## src/rtl/assert_macros.svh

```systemverilog
// Assertion macros used by the RTL; empty when SYNTHESIS is defined.
`ifndef ASSERT_MACROS_SVH
`define ASSERT_MACROS_SVH

`ifndef SYNTHESIS

// Check an implication or plain property on every rising clock edge outside reset.
`define SALC_ASSERT(lbl, clk, rst_n, prop) \
	lbl: assert property (@(posedge clk) disable iff (!rst_n) prop) \
		else $error("assertion failed");

// Check that a condition never holds outside reset.
`define SALC_ASSERT_NEVER(lbl, clk, rst_n, expr) \
	lbl: assert property (@(posedge clk) disable iff (!rst_n) !(expr)) \
		else $error("forbidden condition seen");

`else

`define SALC_ASSERT(lbl, clk, rst_n, prop)
`define SALC_ASSERT_NEVER(lbl, clk, rst_n, expr)

`endif

`endif

```

## src/rtl/salc_ram.sv

```systemverilog
// Generic single-port RAM with registered read data.
`timescale 1ns / 1ps

module salc_ram #(
	parameter int WIDTH = 8,
	parameter int DEPTH = 256
) (
	input  logic                     clk,
	input  logic                     we,
	input  logic [$clog2(DEPTH)-1:0] addr,
	input  logic [WIDTH-1:0]         wdata,
	output logic [WIDTH-1:0]         rdata
);

	logic [WIDTH-1:0] mem [DEPTH];

	always_ff @(posedge clk) begin
		if (we) begin
			mem[addr] <= wdata;
		end
		rdata <= mem[addr];
	end

endmodule

```

## config.mk

```make
export PLATFORM = sky130hd
export DESIGN_NAME = salc_ram
export DESIGN_NICKNAME = d
export VERILOG_FILES = /design/src/rtl/assert_macros.svh /design/src/rtl/salc_ram.sv
export SDC_FILE = /design/constraint.sdc
export NUM_CORES = 2
export LEC_CHECK = 0
export BUFFER_PORTS_ARGS = -buffer_cell sky130_fd_sc_hd__buf_2
export CORE_MARGIN = 3
export CORE_UTILIZATION = 50
export CTS_CLUSTER_DIAMETER = 50
export DETAILED_ROUTE_END_ITERATION = 16
export GPL_TIMING_DRIVEN = 0
export PLACE_DENSITY = 0.68
export RECOVER_POWER = 100
export SLEW_MARGIN = 10
export SYNTH_ARGS = -nofsm -noshare
export SYNTH_HDL_FRONTEND = slang
export SYNTH_SLANG_ARGS = --single-unit
```

## constraint.sdc

```tcl
create_clock -name clk -period 3.1 [get_ports clk]
set_input_delay 0.775 -clock clk [delete_from_list [all_inputs] [get_ports clk]]
set_output_delay 0.775 -clock clk [all_outputs]
set_load 0.02 [all_outputs]
```

### Word level (Yosys, flattened, before mapping)

Memories as Yosys holds them, arrays and structs flattened. A register that Yosys moved wholly into a read port is not among the register bits.
Index checks and enable logic that the tools add are counted.

| operators by class | value |
|---|---|
| add/sub/neg operators | 0 |
| $mul | 0 |
| div/mod/pow operators | 0 |
| magnitude comparators | 0 |
| equal/unequal tests | 0 |
| shift operators | 0 |
| muxes and demuxes | 2 |
| bitwise operators | 0 |
| reductions and logical operators | 0 |

Operators with widths:

| kind | count |
|---|---|
| 1-bit 2-to-1 mux | 2 |

| word-level totals | value |
|---|---|
| register bits | 0 |
| latch bits | 0 |
| memory bits (writable) | 2048 |
| ROM bits | 0 |
| bits of input ports | 18 |
| output and inout port bits | 8 |
| logic and storage cells | 3 |
| memories kept | 1 |

Memory list:

| name | words | width | rd ports | clocked after Yosys merged registers in | wr ports | line | RTL |
|---|---|---|---|---|---|---|---|
| mem | 256 | 8 | 1 | 1 | 1 | salc_ram.sv:15 | `logic [WIDTH-1:0] mem [DEPTH];` |

### Depth between registers and ports, before layout

| logic depth | value |
|---|---|
| word-level depth | 2 |
| depth in mapped cells | 10 |
| mapped depth without buffers | 5 |

### Worst setup path before layout

Ideal clock, no wire load.

| timing | value |
|---|---|
| path type | input port to flip-flop |
| from | input port addr[1] |
| to | memory mem[111][0], enable pin |
| setup time | 0.370 ns |
| arrival | 2.624 ns |
| data required time | 2.730 ns |
| path slack | 0.106 ns |
| cell stages on the path | 9 |
| buffers on the path | 5 |
| cell sequence | buf_2 clkbuf_1 clkbuf_1 nand2_1 buf_2 nor2_1 nand2_1 clkbuf_1 nor2_1 |

RTL lines:

| item | line | RTL |
|---|---|---|
| start: declaration | salc_ram.sv:10 | `input logic [$clog2(DEPTH)-1:0] addr,` |
| end: declaration | salc_ram.sv:15 |  |

Straight into the memory's write port.

### Worst setup path after layout

| timing | value |
|---|---|
| from | input port addr[3] |
| to | memory mem[56][6], enable pin |

Straight into the memory's write port.

==> run summary <==
crit-path cells: clkbuf_2, nor2b_1, clkbuf_2, clkbuf_4, buf_2, nand3_1, clkbuf_4, nor2_4
utilization after layout: 58.17%
total gr overflow: 0
setup TNS: -28560 ps
Leak: 27.05 nW
final hold violations: 0
Worst Hold Class: in2reg
final setup fails: 443
Setup WS pre-CTS: -2676 ps
Synth area leader: edfxtp_1
relative slew slack: -94.77%
vias in the first global route: 38985
first-pass GRT wire length: 288100 µm
initial antenna violation count: 7
register bit total from synthesis: 2056
post-route design area: 90140 µm²
total power: 57.47 mW
DR iter-0 viols: 5383
total CTS buffers: 202
cell area after placement: 81750 µm²
max cap viols: 7
status: finished with violations
Sw Ratio: 21.83%
Max FO, Critical Path: 10
Crit path max-delay family: buffers and inverters
pin count of the biggest net entering global routing: 141
CTS sink cnt: 2056
drt drc: 0
share of power burned in registers: 53.4%
P_sw: 12.55 mW
H-tree depth: 4
commonest non-fill, non-tap cell in the layout: edfxtp_1
Clk pwr share: 41.5%
CTS tree: done
R2R depth: 5
Hold WS: 842.0 ps
Least-Margin Pin Slew: 2922 ps
RR Startpoint: mem[174][1]
Tot GR Track Use: 25.28%
Hold Crit Start: addr[7]
Starting Density: 50.66%
placed cell count: 5628
Critical R2R Capture: rdata[1]
r2r setup slk: 280 ps
warning count from the yosys run: 0
final period utilization: 105.5%
WHS Path Cells: 4
Gate power share: 5.1%
Final Critical Period: 3272 ps
final net count: 3809
CP endpoint kind: register
TritonRoute pass-1 iters: 9
Detailed Route WL: 203400 µm
DIE AREA: 161800 µm²
Max Fclk: 305.6 MHz
Final Max Slew Viols: 740
startpoint types: input port
PortBufs: 21
I/O pin count: 26
Buf/Inv on CP: 5
CP max stage cell: clkbuf_4
Peak VDD IR: 0.0005632 V
CORE AREA: 154900 µm²
Area growth, synth to finish: 14.84%
Routed Antenna Nets: 0
Power Dens Cells: 637.5 nW/µm²
Avg Vias per Cell: 6.463
failing checks: max-capacitance violations, max-slew violations, negative setup slack
Unique masters post-synth: 22
slowest cell delay on critical path: 620 ps
Final Skew: 37.87 ps
root buf cell: clkbuf_16
crit path DAT: 3750 ps
Die W: 402.2 µm
CP Class: in2reg
worst skew pair latency: 830 ps
post-synth top area share: 78.35%
RSZ-0062 raised after global routing: true
Clock Path Buffers: 3
layout cell share with drive strength beyond 1: 32.47%
total vias in the final route: 38809
synthesized area per cell: 22.13 µm²
setup ws final: -171.8 ps
top cells by area, synth: edfxtp_1, mux4_2, a22oi_1
non-filler cells, final: 6005
Hold EP: mem[19][7]
register area share after synthesis: 78.55%
cell row count: 144
Wirelength per Cell: 33.87 µm
HPWL Detailed: 131600 µm
gpl congestion: 0.9272
Critical Path RT: 3580 ps
Synth Instances: 3547
Cell Int Power: 44.92 mW
post-synth design cell area: 78490 µm²
syn nets: 3565
DIE HEIGHT: 402.2 µm
most frequent cells in the layout: edfxtp_1, mux4_2, a22oi_1
Worst-path clk slew: 70 ps
logic make-up (layout without fill, tap and decap cells):
group / after synthesis / after routing / synth area share [%]
mux: 512 / 512 / 14.69
flops: 2056 / 2056 / 78.55
buf+inv: 233 / 643 / 1.401
other cells: 0 / 4 / 0
simple gates: 330 / 330 / 1.733
compound gates: 416 / 416 / 3.622
worst min-delay path: stages:
cell,delay (ps)
buf_2,120
nor2_1,120
nand2_1,210
nor2_1,240
area by class of cell:
| cell class | instances | area, µm² |
|---|---|---|
| clock inverters | 124 | 1180 |
| multi-input cells | 1258 | 17490 |
| flip-flops and latches | 2056 | 61660 |
| diodes | 4 | 10.01 |
| plain buffers | 232 | 1554 |
| repair buffers | 40 | 434.2 |
| inverters | 1 | 3.754 |
| clock buffers | 246 | 5251 |
| well taps | 2044 | 2557 |
| fillers | 10903 | 64810 |
cell usage after synthesis:
cell type and instances:
edfxtp_1 2048, or2_2 2, buf_1 19, nand2_1 28, nor2_1 232, buf_2 36
dfxtp_1 8, and2_1 3, nor2b_1 7, nor3_1 30, buf_6 16, inv_1 1
nand3_1 13, mux4_2 512, buf_4 16, a22oi_1 256, a21oi_1 128, o41ai_1 32
or3_1 1, clkbuf_1 145, nand4_1 8, nand2b_1 6
worst max-delay path by stage:
stage | start | to | slack (ps) | cells past startpoint
after floorplan | addr[1] | mem[111][0] | 110 | 9
after global routing | addr[1] | mem[135][7] | -100 | 7
after CTS | addr[6] | mem[55][3] | -140 | 6
after detailed placement | addr[3] | mem[80][1] | -2680 | 7
final | addr[3] | mem[56][6] | -170 | 8
after global placement | addr[3] | mem[112][6] | -2880 | 7
what timing repair did:
| action | in CTS | in global routing |
|---|---|---|
| hold buffers | 0 | 0 |
| resized for setup | 475 | 161 |
| pin swaps | 10 | 14 |
| endpoints found under the setup margin | 1914 | 1322 |
| setup buffers | 0 | 3 |
state kept, by name, indices dropped and copies added, names as in the netlist:
signal	count
mem	2048
rdata	8
power by group through the flow:
stage                     Sequential, mW  Clock (mW)  Combinational (mW)
after floorplan                     31.3           0                1.36
after global placement              31.4           0                2.64
after detailed placement            31.2           0                2.76
after CTS                           30.7        24.0                2.89
after global routing                30.7        25.2                3.06
final                               30.7        23.8                2.95
per-layer routing:
metal  part of all wire, %  vias to the layer above  global-route usage (%)
li1                      -                    15622                       -
met1                    37                    20565                   33.79
met2                    47                     2195                   38.91
met3                    12                      425                   8.532
met4                   4.2                        2                   9.362
met5                0.0093                        -                  0.4758
No activity file was read; power rests on OpenSTA's default activity.
